<file path="config.mk">
export PLATFORM = sky130hd
export DESIGN_NAME = terminal_cursor_region_control
export DESIGN_NICKNAME = d
export VERILOG_FILES = /design/src/hdl/trcc_pkg.sv /design/src/hdl/trcc_step.sv /design/src/hdl/trcc_state.sv /design/src/hdl/terminal_cursor_region_control.sv
export SDC_FILE = /design/constraint.sdc
export NUM_CORES = 1
export LEC_CHECK = 0
export ABC_AREA = 1
export BUFFER_PORTS_ARGS = -buffer_cell sky130_fd_sc_hd__buf_2
export CORE_MARGIN = 2
export CORE_UTILIZATION = 45
export DETAILED_ROUTE_END_ITERATION = 12
export SLEW_MARGIN = 5
export SYNTH_ARGS = -nofsm -noshare
export SYNTH_HDL_FRONTEND = slang
export SYNTH_SLANG_ARGS = --single-unit
</file>
<file path="constraint.sdc">
create_clock -name clk_i -period 8.79 [get_ports clk_i]
set_input_delay 1.758 -clock clk_i [delete_from_list [all_inputs] [get_ports clk_i]]
set_output_delay 1.758 -clock clk_i [all_outputs]
set_load 0.02 [all_outputs]
</file>
<file path="src/hdl/trcc_pkg.sv">
package trcc_pkg;

  // Width of the cursor and region coordinates held in state
  localparam int COORD_BITS = 8;
  localparam int CW         = COORD_BITS;

  // Fixed field widths of the command, result and configuration items
  localparam int OP_W   = 4;
  localparam int ARG_W  = 8;
  localparam int OUT_W  = 8;
  localparam int CFG_W  = 9;
  localparam int IDX_W  = 1;

  // Largest usable screen size and the widths used to compare against it
  localparam int SIZE_MAX = 1 << CW;
  localparam int CMP_W    = (CFG_W > CW + 1) ? CFG_W : CW + 1;
  localparam int UW       = (ARG_W > CW) ? ARG_W : CW;

  // Configuration register indexes and reset values
  localparam logic [IDX_W-1:0] REG_COLS = IDX_W'(0);
  localparam logic [IDX_W-1:0] REG_ROWS = IDX_W'(1);
  localparam logic [CFG_W-1:0] COLS_RESET = CFG_W'(80);
  localparam logic [CFG_W-1:0] ROWS_RESET = CFG_W'(24);

  typedef enum logic [OP_W-1:0] {
    OP_UP      = 4'd0,
    OP_DOWN    = 4'd1,
    OP_RIGHT   = 4'd2,
    OP_LEFT    = 4'd3,
    OP_MOVE    = 4'd4,
    OP_REGION  = 4'd5,
    OP_LF      = 4'd6,
    OP_RI      = 4'd7,
    OP_CR      = 4'd8
  } op_e;

  typedef struct packed {
    logic [CW-1:0] col;
    logic [CW-1:0] row;
    logic [CW-1:0] top;
    logic [CW-1:0] bot;
  } cur_state_t;

  typedef struct packed {
    logic scroll_up;
    logic scroll_down;
    logic region_rejected;
  } flags_t;

  // Last valid index for a screen size: 0 reads as 1, oversize saturates
  function automatic logic [CW-1:0] last_idx(input logic [CFG_W-1:0] v);
    logic [CMP_W-1:0] ve;
    ve = CMP_W'(v);
    if (v == '0) begin
      return '0;
    end else if (ve > CMP_W'(SIZE_MAX)) begin
      return CW'(SIZE_MAX - 1);
    end else begin
      return CW'(ve - CMP_W'(1));
    end
  endfunction

  function automatic logic [UW-1:0] min_u(input logic [UW-1:0] x, input logic [UW-1:0] y);
    return (x < y) ? x : y;
  endfunction

endpackage

</file>
<file path="src/hdl/trcc_step.sv">
module trcc_step import trcc_pkg::*; (
  input  cur_state_t       st_i,
  input  logic [OP_W-1:0]  op_i,
  input  logic [ARG_W-1:0] first_arg_i,
  input  logic [ARG_W-1:0] second_arg_i,
  input  logic [CW-1:0]    last_col_i,
  input  logic [CW-1:0]    last_row_i,
  output cur_state_t       nxt_o,
  output flags_t           flags_o
);

  logic [UW-1:0] a_w, b_w, n_w, cx_w, cy_w, top_w, bot_w, lc_w, lr_w;
  logic [UW-1:0] lim_w, dn_w, t_w, u_w;

  // Widen everything to one compare width
  assign a_w   = UW'(first_arg_i);
  assign b_w   = UW'(second_arg_i);
  assign n_w   = (first_arg_i == '0) ? UW'(1) : a_w;
  assign cx_w  = UW'(st_i.col);
  assign cy_w  = UW'(st_i.row);
  assign top_w = UW'(st_i.top);
  assign bot_w = UW'(st_i.bot);
  assign lc_w  = UW'(last_col_i);
  assign lr_w  = UW'(last_row_i);
  assign t_w   = min_u(a_w, lr_w);
  assign u_w   = min_u(b_w, lr_w);

  // Apply one command to the cursor and region
  always_comb begin
    nxt_o   = st_i;
    flags_o = '0;
    lim_w   = '0;
    dn_w    = '0;
    unique case (op_e'(op_i))
      OP_UP: begin
        lim_w     = (cy_w < top_w) ? cy_w : cy_w - top_w;
        dn_w      = min_u(n_w, lim_w);
        nxt_o.row = CW'(cy_w - dn_w);
      end
      OP_DOWN: begin
        if (cy_w > bot_w) begin
          lim_w = (lr_w > cy_w) ? lr_w - cy_w : '0;
        end else begin
          lim_w = bot_w - cy_w;
        end
        dn_w      = min_u(n_w, lim_w);
        nxt_o.row = CW'(cy_w + dn_w);
      end
      OP_RIGHT: begin
        lim_w     = (lc_w > cx_w) ? lc_w - cx_w : '0;
        dn_w      = min_u(n_w, lim_w);
        nxt_o.col = CW'(cx_w + dn_w);
      end
      OP_LEFT: begin
        dn_w      = min_u(n_w, cx_w);
        nxt_o.col = CW'(cx_w - dn_w);
      end
      OP_MOVE: begin
        nxt_o.col = CW'(min_u(a_w, lc_w));
        nxt_o.row = CW'(min_u(b_w, lr_w));
      end
      OP_REGION: begin
        if (t_w >= u_w) begin
          flags_o.region_rejected = 1'b1;
        end else begin
          nxt_o.col = '0;
          nxt_o.row = '0;
          nxt_o.top = CW'(t_w);
          nxt_o.bot = CW'(u_w);
        end
      end
      OP_LF: begin
        if (st_i.row == st_i.bot) begin
          flags_o.scroll_up = 1'b1;
        end else if (st_i.row < last_row_i) begin
          nxt_o.row = st_i.row + CW'(1);
        end
      end
      OP_RI: begin
        if (st_i.row == st_i.top) begin
          flags_o.scroll_down = 1'b1;
        end else if (st_i.row != '0) begin
          nxt_o.row = st_i.row - CW'(1);
        end
      end
      OP_CR: begin
        nxt_o.col = '0;
      end
      default: begin
        nxt_o = st_i;
      end
    endcase
  end

endmodule

</file>
<file path="src/hdl/trcc_state.sv">
module trcc_state import trcc_pkg::*; (
  input  logic             clk_i,
  input  logic             rst_ni,
  input  logic             cfg_we_i,
  input  logic [IDX_W-1:0] cfg_idx_i,
  input  logic [CFG_W-1:0] cfg_data_i,
  input  logic             upd_i,
  input  cur_state_t       nxt_i,
  output cur_state_t       st_o,
  output logic [CW-1:0]    last_col_o,
  output logic [CW-1:0]    last_row_o
);

  logic [CFG_W-1:0] cols_q, rows_q;
  cur_state_t       st_q;
  logic [CW-1:0]    cfg_last;

  assign cfg_last   = last_idx(cfg_data_i);
  assign last_col_o = last_idx(cols_q);
  assign last_row_o = last_idx(rows_q);
  assign st_o       = st_q;

  // Take screen size writes, else advance on each command transfer
  always_ff @(posedge clk_i or negedge rst_ni) begin
    if (!rst_ni) begin
      cols_q     <= COLS_RESET;
      rows_q     <= ROWS_RESET;
      st_q.col   <= '0;
      st_q.row   <= '0;
      st_q.top   <= '0;
      st_q.bot   <= last_idx(ROWS_RESET);
    end else if (cfg_we_i) begin
      unique case (cfg_idx_i)
        REG_COLS: begin
          cols_q <= cfg_data_i;
          if (st_q.col > cfg_last) begin
            st_q.col <= cfg_last;
          end
        end
        REG_ROWS: begin
          rows_q   <= cfg_data_i;
          st_q.top <= '0;
          st_q.bot <= cfg_last;
          if (st_q.row > cfg_last) begin
            st_q.row <= cfg_last;
          end
        end
        default: begin
          cols_q <= cols_q;
        end
      endcase
    end else if (upd_i) begin
      st_q <= nxt_i;
    end
  end

  // Region stays ordered and on screen, cursor stays on screen
  a_region_order: assert property (@(posedge clk_i) disable iff (!rst_ni)
    st_q.top <= st_q.bot) else $error("region top below bottom");

  a_region_on_screen: assert property (@(posedge clk_i) disable iff (!rst_ni)
    st_q.bot <= last_row_o) else $error("region bottom off screen");

  a_cursor_on_screen: assert property (@(posedge clk_i) disable iff (!rst_ni)
    (st_q.row <= last_row_o) && (st_q.col <= last_col_o))
    else $error("cursor off screen");

endmodule

</file>
<file path="src/hdl/terminal_cursor_region_control.sv">
// Cursor and scroll-region control for a text terminal. Each command on the
// slave stream yields exactly one result on the master stream carrying the
// cursor and region after the command plus the scroll and reject flags.
// Commands are taken one per clock cycle while results are taken; a result is
// valid once its command has moved through the command register into the
// result register. A single step of compare and subtract logic lies between
// the command register and the cursor state. A result waiting on the master
// side still lets one more command into the command register; further
// commands stall until that result is taken. Screen size writes on the
// configuration port are expected only while no command is in flight.
module terminal_cursor_region_control import trcc_pkg::*; (
  input  logic             clk_i,
  input  logic             rst_ni,
  // Configuration writes
  input  logic             cfg_we_i,
  input  logic [IDX_W-1:0] cfg_idx_i,
  input  logic [CFG_W-1:0] cfg_data_i,
  // Command stream
  input  logic             s_axis_tvalid,
  output logic             s_axis_tready,
  input  logic [23:0]      s_axis_tdata,   // op[3:0], first_arg[11:4], second_arg[19:12]
  // Result stream
  output logic             m_axis_tvalid,
  input  logic             m_axis_tready,
  output logic [31:0]      m_axis_tdata,   // cursor_col[7:0], cursor_row[15:8],
                                           // region_top[23:16], region_bottom[31:24]
  output logic [2:0]       m_axis_tuser    // scroll_up[0], scroll_down[1], region_rejected[2]
);

  logic             in_valid_q, out_valid_q;
  logic [OP_W-1:0]  op_q;
  logic [ARG_W-1:0] a_q, b_q;
  logic             adv;
  cur_state_t       st, nxt;
  flags_t           flags, flags_q;
  logic [CW-1:0]    last_col, last_row;
  logic [31:0]      res_q;

  // Move a command into the result register when that slot is free
  assign adv           = in_valid_q && (!out_valid_q || m_axis_tready);
  assign s_axis_tready = !in_valid_q || adv;

  // Hold the command register
  always_ff @(posedge clk_i or negedge rst_ni) begin
    if (!rst_ni) begin
      in_valid_q <= 1'b0;
    end else if (s_axis_tready) begin
      in_valid_q <= s_axis_tvalid;
    end
  end

  always_ff @(posedge clk_i) begin
    if (s_axis_tready && s_axis_tvalid) begin
      op_q <= s_axis_tdata[OP_W-1:0];
      a_q  <= s_axis_tdata[OP_W+ARG_W-1:OP_W];
      b_q  <= s_axis_tdata[OP_W+2*ARG_W-1:OP_W+ARG_W];
    end
  end

  trcc_state u_state (
    .clk_i      (clk_i),
    .rst_ni     (rst_ni),
    .cfg_we_i   (cfg_we_i),
    .cfg_idx_i  (cfg_idx_i),
    .cfg_data_i (cfg_data_i),
    .upd_i      (adv),
    .nxt_i      (nxt),
    .st_o       (st),
    .last_col_o (last_col),
    .last_row_o (last_row)
  );

  trcc_step u_step (
    .st_i         (st),
    .op_i         (op_q),
    .first_arg_i  (a_q),
    .second_arg_i (b_q),
    .last_col_i   (last_col),
    .last_row_i   (last_row),
    .nxt_o        (nxt),
    .flags_o      (flags)
  );

  // Hold the result until its transfer
  always_ff @(posedge clk_i or negedge rst_ni) begin
    if (!rst_ni) begin
      out_valid_q <= 1'b0;
    end else if (adv) begin
      out_valid_q <= 1'b1;
    end else if (m_axis_tready) begin
      out_valid_q <= 1'b0;
    end
  end

  always_ff @(posedge clk_i) begin
    if (adv) begin
      res_q   <= {OUT_W'(nxt.bot), OUT_W'(nxt.top), OUT_W'(nxt.row), OUT_W'(nxt.col)};
      flags_q <= flags;
    end
  end

  assign m_axis_tvalid = out_valid_q;
  assign m_axis_tdata  = res_q;
  assign m_axis_tuser  = {flags_q.region_rejected, flags_q.scroll_down, flags_q.scroll_up};

  // Command side stalls only behind a stalled result
  a_stall_cause: assert property (@(posedge clk_i) disable iff (!rst_ni)
    !s_axis_tready |-> (m_axis_tvalid && !m_axis_tready))
    else $error("command side stalled without a stalled result");

  // A pending command with a free result slot shows up as a result
  a_result_loaded: assert property (@(posedge clk_i) disable iff (!rst_ni)
    (in_valid_q && !(m_axis_tvalid && !m_axis_tready)) |=> m_axis_tvalid)
    else $error("pending command did not reach the result register");

  // At most one flag per result
  a_flags_exclusive: assert property (@(posedge clk_i) disable iff (!rst_ni)
    m_axis_tvalid |-> $onehot0(m_axis_tuser))
    else $error("more than one result flag set");

endmodule

</file>
# == Word-level counts from Yosys, hierarchy flattened ==
# Index checks and enable logic that the tools add are counted.
# totals
output_inout_bits,37
inputBits,39
wordCells,118
regBits,107
# op_classes
addsub,13
n_bitwise,1
n_reduce_logical,19
n_mux,38
order_cmp,18
eq_ne,14
# ops
op,n
2-to-1 mux 8 bit,26
2-to-1 mux 32 bit,3
less-than comparator 8 bit,9
case mux 8 bit (6 select lines),1
subtractor 8 bit,6
> comparator 8 bit,5
case mux 8 bit (5 select lines),1
"subtractor 8 x 1 -> 8 bit, second input constant",4
"> comparator 9 bit, second input constant",3
zero test 9 bit,3
2-to-1 mux 24 bit,1
adder 8 bit,2
"== test 4 x 3 -> 1 bit, second input constant",4
== test 8 bit,2
2-to-1 mux 16 bit,1
"adder 8 x 1 -> 8 bit, second input constant",1
"== test 4 x 2 -> 1 bit, second input constant",2
greater-or-equal comparator 8 bit,1
zero test 8 bit,1
nonzero test 8 bit,1
"!= test 2 x 1 -> 1 bit, second input constant",3
AND reduction 2 bit,3
AND reduction 3 bit,2
2-to-1 mux 1 bit,5
9 further kinds,13

# == Logic depth before layout (Yosys ltp) ==
# Gate-level depths: netlist of the first run.
# depth
word_depth,13
ltp_mapped,55

# == Cells and area by module ==
# A second synthesis of the first run with hierarchy kept.
# unflattened
hier_cells,1453
hier_area_um2,10357.4
# modules_own_cells
module,seq_area_each_um2,area_per_inst_um2,instances,cells_each
trcc_step,0.0,5481.5,1,961
trcc_state,1261.2,3129.3,1,425
terminal_cursor_region_control,1701.6,1746.7,1,67

# == Worst setup path before layout of the first run ==
# No wires, ideal clock.
# synth_timing
kind,register to register
start,register u_state.rows_q[0]
end,"register res_q[14], in the netlist m_axis_tdata[14] (data pin)"
slack_ps,2553
path_buffers,0
setup_time_ps,279
arrival_time_ps,5957
stages_incl_launch_ff,44
synth_period_minus_slack_ps,6237
path_cell_list,dfrtp_1 -> inv_1 -> ha_1 -> inv_1 -> nor2_1 -> nand2_1 -> nor3_2 -> nand2_1 -> nor2_2 -> nor2_1 -> inv_1 -> o21ai_0 -> fa_1 -> nand2_1 -> nand2_1 -> a21boi_1 -> nor2_1 -> nor2_1 -> [8 not listed] -> nor2_1 -> a211oi_1 -> nand2_2 -> inv_1 -> o21ai_0 -> a21oi_1 -> a21oi_1 -> ha_1 -> fa_1 -> a31oi_1 -> nor2_1 -> nor2_1 -> nor2_1 -> nor2_1 -> a21oi_1 -> a2111oi_0 -> nand2_1 -> a2bb2oi_1
# synth_rtl
element,line,source
from (decl),trcc_state.sv:14,"logic [CFG_W-1:0] cols_q, rows_q;"
from (signal assigned),trcc_state.sv:41,rows_q <= cfg_data_i;
to (signal assigned),terminal_cursor_region_control.sv:97,"res_q <= {OUT_W'(nxt.bot), OUT_W'(nxt.top), OUT_W'(nxt.row), OUT_W'(nxt.col)};"
to (decl),terminal_cursor_region_control.sv:37,logic [31:0] res_q;

==> summary.txt, run 1 <==
Status
  – Outcome: finished clean

Floorplan
  – Placeable core area: approximately 23,000 um2
  – Die boundary width: between 150 and 200 um
  – Site row count: between 50 and 60
  – Number of top-level pins: 76
  – Die height: about 160 um
  – Total die area: approximately 24,000 um2
  – Starting Density: 0.4564

Yosys
  – Largest family of logic cells by synthesized area: simple AND/OR/NAND/NOR gates
  – Largest cells by area after synthesis: edfxtp_1, ha_1, dfrtp_1, nand2_1, inv_1
  – Yosys warning count: 0
  – Register area share after synthesis: 0.2885
  – Post-synthesis async set-or-reset flop share: 0.4860
  – Share of synthesized area spent on multiplexers: 0
  – Syn_nets: 1,577
  – Count of flip-flops with a built-in enable after synthesis: 55
  – Synth top area share: 0.1608
  – Cell type contributing the most total cell area after synthesis: edfxtp_1
  – Adder-cell share of the synthesized area: 0.1689
  – Number of library cell types mapped by synthesis: 65
  – Mean post-synth cell area: ~7.3 um2
  – Number of register bits inferred by synthesis: between 100 and 150
  – Synthesized netlist cell count: 1,403
  – Area of the mapped netlist: approximately 10,000 um2
  – Leading cell type by number of instances after synthesis: nand2_1
  – Most instantiated cells after synthesis: nand2_1, inv_1, nor2_1
  – Most used DFF post-synth: edfxtp_1
  – Synthesized-area fraction occupied by ao, oa, aoi and oai cells: 0.1848
  – Area share of xor/xnor cells in the synthesized design: 0.02047
  – Post-Synth Simple-Gate Area: 0.2484

Clock network
  – CTS buffer count: 9
  – CTS clock-pin slew for the worst setup and hold paths: approximately 0.08 ns
  – Sinks on the clock net: 107
  – CTS tree: done
  – Maximum buffer depth of the clock tree: 2
  – Cell at the root of the clock tree: clkbuf_16
  – # hold bufs at CTS: 0
  – Post-CTS Resized: 0
  – CTS H-tree lvls: 3
  – Postcts setup bufs: 0
  – Clock Latency Late Sink: approximately 0.37 ns

STA
  – Max-slew violation count: 0
  – Worst-case setup margin in the final layout: about 1.2 ns
  – Final setup violating endpoints: 0
  – Total negative slack for setup checks: 0 ns
  – Highest clock rate: about 130 MHz
  – Hold Violations, Final: 0
  – Measured slew at the worst slew-check pin: 1.224 ns
  – Setup repair after global routing missed its margin: no
  – Shortest period the worst path allows: between 7 and 8 ns
  – Part of the cycle the worst path needs: 0.8683
  – Normalized max-slew margin: 0.1786
  – Worst Skew: about 0.014 ns

Place
  – Count of input and output buffers: 71
  – Cell count after placement: about 1,700
  – Placement Setup Slack: roughly 1.3 ns
  – Gp weighted congestion: approximately 0.95
  – Area after detailed placement: about 11,000 um2
  – Half-perimeter wire length of the detailed placement result: about 25,000 um

Detailed routing
  – Starting DRT DRC Count: between 700 and 800
  – Vias per cell: roughly 5.5
  – Antenna Violating Nets Remaining: 0
  – Number of vias after detailed routing: slightly below 10,000
  – Total wire length: roughly 32,000 um
  – DRT Pass-1 Iters: 6
  – Routed wire length per instance: approximately 18 um
  – DRC violations left: 0

Final layout
  – FILL cells: around 2,300
  – Ant diodes: 0
  – Post-route insts no fill: about 1,800
  – Layout Nets: approximately 1,600
  – Post-route standard cell area excluding fillers: 11,200 um2
  – Share of final-layout standard cells stronger than drive strength 1: 0.1268
  – Area grow syn2layout: 9.088%

Critical path
  – Arrival time of data at the critical path endpoint: between 7 and 8 ns
  – Worst setup path startpoint: u_state.rows_q[0]$_DFFE_PN0P_
  – Most Frequent Cell on Critical Path: nor2_1
  – CP Class: reg2reg
  – Startpoint of the worst-slack reg-to-reg timing path: u_state.rows_q[0]$_DFFE_PN0P_
  – Slowest stage cell, crit path: o21ai_0
  – Required time worst endpoint: around 9.0 ns
  – Startpoint type of the worst setup path: flop
  – Delay contributed by the slowest stage of the critical path: a little over 0.5 ns
  – Worst-path fanout max: 10
  – Critical path endpoint category: flop

GRT
  – Overflow left after global routing: 0
  – Total routing resource utilization after global routing: 0.2726
  – Global-route wire length before repair: approximately 50,000 um
  – Pin count of the biggest net entering global routing: 53
  – Via count of the first global-routing pass: 8,966
  – Initial antenna violation count: 0

Run
  – Maxcap violations: 0

Power
  – Reported leakage power: around 5.5 nW
  – Worst voltage drop across the vdd grid: ~0.00017 V
  – Power density cells: between 400 and 500 nW/um2
  – Total Power Consumption: around 0.0048 W

Worst hold path
  – Worst hold start: u_state.rows_q[0]$_DFFE_PN0P_
  – HP Class: reg2reg
==> flip-flops by register name, summed over array words and instances, names as in the netlist <==
signal	flops
u_state.rows_q	9
b_q	8
u_state.st_o	32
u_state.cols_q	9
m_axis_tdata	32
in_valid_q	1
op_q	4
a_q	8
m_axis_tvalid	1
m_axis_tuser	3
==> layout make-up <==
| cell class | count | area [um2] | share of cell area |
|---|---|---|---|
| clock buffer | 9 | 225.2 | 0.02010 |
| clock inverter | 7 | 86.33 | 0.007706 |
| inverter | 202 | 758.2 | 0.06768 |
| multi-input combinational | 1063 | 6399 | 0.5711 |
| sequential | 107 | 2963 | 0.2645 |
| tap | 285 | 356.6 | 0.03183 |
| timing repair buffer | 79 | 415.4 | 0.03708 |
==> report_power, final <==
| part | switching (W) | internal (W) | total (W) | leakage [nW] |
|---|---|---|---|---|
| combinational | 0.00226 | 0.00126 | 0.00351 | 4.17 |
| clock | 0.000227 | 0.000206 | 0.000434 | 0.151 |
| sequential | 0.000161 | 0.000660 | 0.000821 | 1.14 |
| total | 0.00265 | 0.00212 | 0.00477 | 5.46 |
==> logic make-up (layout without fill, tap and decap cells) <==
logic type / after synthesis / after routing
compound gates: 324 / 324
xor+xnor: 24 / 24
fa+ha+maj: 135 / 135
buf+inv: 233 / 297
flops: 107 / 107
simple gates: 580 / 580
==> per-stage QoR <==
stage	util	hold WS, ns
floorplan	-	0.4530
global placement	0.4840	0.4739
CTS	0.4979	0.5022
detailed placement	0.4840	0.4840
global route	0.4979	0.5112
finish	0.4979	0.4939
==> worst max-delay path: cells and delay by family (launching register included) <==
kind | cells | cell delay (ns)
buffers and inverters | 6 | 0.72
AOI/OAI and AO/OA | 13 | 2.70
adders and majority gates | 5 | 1.49
and+or+nand+nor | 20 | 2.14
DFF | 1 | 0.38
==> final timing paths <==
check / to / slack, ns / depth (start not counted)
max: u_state.st_o[22]$_DFFE_PN0P_ / 1.16 / 44
max reg2reg: u_state.st_o[22]$_DFFE_PN0P_ / 1.16 / 44
min: u_state.rows_q[0]$_DFFE_PN0P_ / 0.49 / 2
min reg2reg: u_state.rows_q[0]$_DFFE_PN0P_ / 0.49 / 2
max in group asynchronous: u_state.st_o[31]$_DFFE_PN0P_ / 6.78 / 2
min in group asynchronous: u_state.st_o[6]$_DFFE_PN0P_ / 1.50 / 2
==> routing by layer <==
| layer | vias to the layer above | share of wire | GRT usage | wire length [um] |
|---|---|---|---|---|
| li1 | 4868 | - | - | - |
| met1 | 4397 | 0.47 | 0.3930 | 15050 |
| met2 | 318 | 0.44 | 0.4275 | 14010 |
| met3 | 44 | 0.070 | 0.04150 | 2231 |
| met4 | 0 | 0.024 | 0.07231 | 766 |
| met5 | - | 0 | 0 | 0 |
==> cell usage in the layout (no fill, tap or decap), types with 5 or more instances in the layout <==
master,netlist,routed
a211oi_1,6,6
a21oi_1,90,90
a31oi_1,37,37
buf_2,1,71
buf_4,3,8
clkbuf_16,0,9
dfrtp_1,44,44
dfstp_2,8,8
edfxtp_1,55,55
fa_1,6,6
ha_1,129,129
inv_1,188,188
inv_2,12,12
nand2_1,286,286
nand2_2,22,22
nand3_1,67,67
nand4_1,17,17
nor2_1,135,135
nor3_1,14,13
o211ai_1,6,6
o21ai_0,99,99
o21ai_1,38,38
o21ai_2,5,5
or2_2,15,15
xnor2_1,8,8
xor2_1,16,16
No activity file was read; power rests on OpenSTA's default activity.
==> run 2, diff against run 1 <==
--- a/config.mk
+++ b/config.mk
@@ -7,9 +7,12 @@
 export LEC_CHECK = 0
 export ABC_AREA = 1
 export BUFFER_PORTS_ARGS = -buffer_cell sky130_fd_sc_hd__buf_2
+export CELL_PAD_IN_SITES_DETAIL_PLACEMENT = 1
+export CELL_PAD_IN_SITES_GLOBAL_PLACEMENT = 1
 export CORE_MARGIN = 2
 export CORE_UTILIZATION = 45
 export DETAILED_ROUTE_END_ITERATION = 12
+export PLACE_DENSITY_LB_ADDON = 0.1
 export SLEW_MARGIN = 5
 export SYNTH_ARGS = -nofsm -noshare
 export SYNTH_HDL_FRONTEND = slang
==> summary.txt, run 2 (synthesis results as in run 1) <==
Final layout
  – FILL cells: between 2,000 and 3,000
  – Register area: 2963 um2
  – Commonest non-fill, non-tap cell in the layout: nand2_1
  – Area occupied by multi-input gates: 6399 um2
  – Commonest non-fill, non-tap cells in the layout: nand2_1, inv_1, nor2_1, ha_1, o21ai_0
  – Area grow syn2layout: 9.503%
  – Ant diodes: 0
  – Layout Nets: between 1,500 and 2,000
  – Post-route standard cell area excluding fillers: roughly 11,000 um2
  – Share of final-layout standard cells stronger than drive strength 1: 0.1292

Critical path
  – Arrival time of data at the critical path endpoint: 8.22 ns
  – Critical path endpoint category: flop
  – Required time worst endpoint: between 8 and 9 ns
  – CP Class: reg2reg
  – Worst Path Buf+Inv: 6
  – Capturing point of the worst reg2reg path: u_state.st_o[22]$_DFFE_PN0P_
  – Worst Reg-to-Reg Cells: between 40 and 50
  – Most Frequent Cell on Critical Path: nor2_1
  – Top delay family on crit path: compound AO/OA/AOI/OAI gates
  – Worst-path fanout max: 10
  – Startpoint type of the worst setup path: flop
  – Delay contributed by the slowest stage of the critical path: 0.53 ns
  – Slack of the worst reg-to-reg path: ~0.76 ns
  – Startpoint of the worst-slack reg-to-reg timing path: u_state.rows_q[0]$_DFFE_PN0P_
  – Slowest stage cell, crit path: o21ai_0

STA
  – Final setup violating endpoints: 0
  – Worst Skew: between 0.02 and 0.025 ns
  – Hold Violations, Final: 0
  – Part of the cycle the worst path needs: 0.9136
  – Measured slew at the worst slew-check pin: around 1.2 ns
  – Worst hold margin: just over 0.5 ns
  – Setup repair after global routing missed its margin: no
  – Highest clock rate: ~120 MHz
  – Max-slew violation count: 0
  – Normalized max-slew margin: 0.1744
  – Total negative slack for setup checks: 0 ns
  – Shortest period the worst path allows: 8.031 ns

Clock network
  – Cell at the root of the clock tree: clkbuf_16
  – Post-CTS Resized: 0
  – Postcts setup bufs: 0
  – Maximum buffer depth of the clock tree: 2
  – CTS clock-pin slew for the worst setup and hold paths: approximately 0.10 ns
  – CTS tree: done
  – # hold bufs at CTS: 0
  – CTS buffer count: 9
  – CTS H-tree lvls: 3
  – Sinks on the clock net: 107
  – Clock Latency Late Sink: between 0.3 and 0.4 ns

Place
  – Half-perimeter wire length of the detailed placement result: between 20,000 and 30,000 um
  – Area after detailed placement: between 10,000 and 15,000 um2
  – Gp weighted congestion: 0.9325
  – Count of input and output buffers: a little over 70

Floorplan
  – Total die area: between 20,000 and 25,000 um2
  – Die height: between 150 and 200 um
  – Number of top-level pins: 76
  – Placeable core area: 22,500 um2
  – Die boundary width: between 150 and 200 um
  – Site row count: 55
  – Starting Density: 0.4564

Worst hold path
  – Worst hold start: u_state.rows_q[0]$_DFFE_PN0P_
  – HP Class: reg2reg
  – Endpoint with the worst hold slack: u_state.rows_q[0]$_DFFE_PN0P_
  – Hold Path Cell Cnt: 2

Power
  – Switching power share of the total: 0.5648
  – Switching component of the power: approximately 0.0028 W
  – Power density cells: ~440 nW/um2
  – Portion of total power attributed to sequential cells: 0.161
  – Worst voltage drop across the vdd grid: roughly 0.00017 V
  – Combinational group share of total power: 0.746
  – Clock Power Share: 0.093
  – Internal power: roughly 0.0021 W
  – Reported leakage power: 5.488 nW

Run
  – Maxcap violations: 0

Detailed routing
  – Antenna Violating Nets Remaining: 0
  – Number of vias after detailed routing: approximately 10,000
  – Vias per cell: around 5.7
  – DRT Pass-1 Iters: 5
  – Total wire length: between 30,000 and 40,000 um
  – DRC violations left: 0
  – Starting DRT DRC Count: 581
  – Routed wire length per instance: approximately 21 um

GRT
  – Global-route wire length before repair: approximately 56,000 um
  – Total routing resource utilization after global routing: 0.3077
  – Pin count of the biggest net entering global routing: 53
  – Via count of the first global-routing pass: between 10,000 and 15,000
  – Overflow left after global routing: 0
  – Initial antenna violation count: 0

Status
  – Outcome: finished clean
-- run 2: cell count changes in the layout (fill, tap and decap cells not counted) --
cell | previous run | this run
inv_6 | 2 | 0
clkinv_4 | 1 | 0
buf_4 | 8 | 12
clkinv_8 | 2 | 1
inv_8 | 1 | 3
inv_12 | 1 | 3
-- run 2: power groups by stage --
stage	registers [W]	clock network, W	logic [W]
after floorplan	0.000810	0	0.00267
after global placement	0.000797	0	0.00350
after global routing	0.000808	0.000481	0.00414
final	0.000796	0.000460	0.00368
after detailed placement	0.000803	0	0.00362
after CTS	0.000793	0.000468	0.00365
-- run 2: tightest hold or removal path, stage by stage, from the launching register on --
cell	delay, ns
dfrtp_1	0.36
nand2_1	0.05
o21ai_0	0.06
-- run 2: how the worst max path moves through the flow --
stage / startpoint / end / slack [ns] / cells past startpoint
floorplan: u_state.rows_q[0]$_DFFE_PN0P_ / m_axis_tdata[14]$_DFFE_PP_ / 2.55 / 43
global placement: u_state.rows_q[0]$_DFFE_PN0P_ / u_state.st_o[22]$_DFFE_PN0P_ / 1.20 / 44
detailed placement: u_state.rows_q[0]$_DFFE_PN0P_ / u_state.st_o[22]$_DFFE_PN0P_ / 1.01 / 45
CTS: u_state.rows_q[0]$_DFFE_PN0P_ / u_state.st_o[22]$_DFFE_PN0P_ / 0.95 / 45
global route: u_state.rows_q[0]$_DFFE_PN0P_ / u_state.st_o[23]$_DFFE_PN0P_ / 0.004 / 51
finish: u_state.rows_q[0]$_DFFE_PN0P_ / u_state.st_o[22]$_DFFE_PN0P_ / 0.76 / 45
-- run 2: per-stage QoR --
step | std cells | util | setup WS [ns] | power [W]
floorplan | 1403 | - | 2.553 | 0.003475
global placement | 1740 | 0.4853 | 1.202 | 0.004295
detailed placement | 1740 | 0.4853 | 1.009 | 0.004419
CTS | 1756 | 0.4998 | 0.9476 | 0.004914
global route | 1756 | 0.4998 | 0.004047 | 0.005429
finish | 1756 | 0.4998 | 0.7594 | 0.004934
-- run 2: cell type report --
cell class              count  area share
inverters                 202     0.06742
clock buffers               9     0.02003
repair buffers             83     0.03961
clock inverters             7    0.008789
multi-input cells        1063      0.5690
flip-flops and latches    107      0.2635
well taps                 285     0.03171
-- run 2: routing by layer --
layer  up-vias  track usage  routed length, um
met5         -            0                  0
met4         0      0.09612               1051
met3        47      0.03315               1878
met2       267       0.5143              17040
met1      4858       0.4199              16640
li1       4876            -                  -
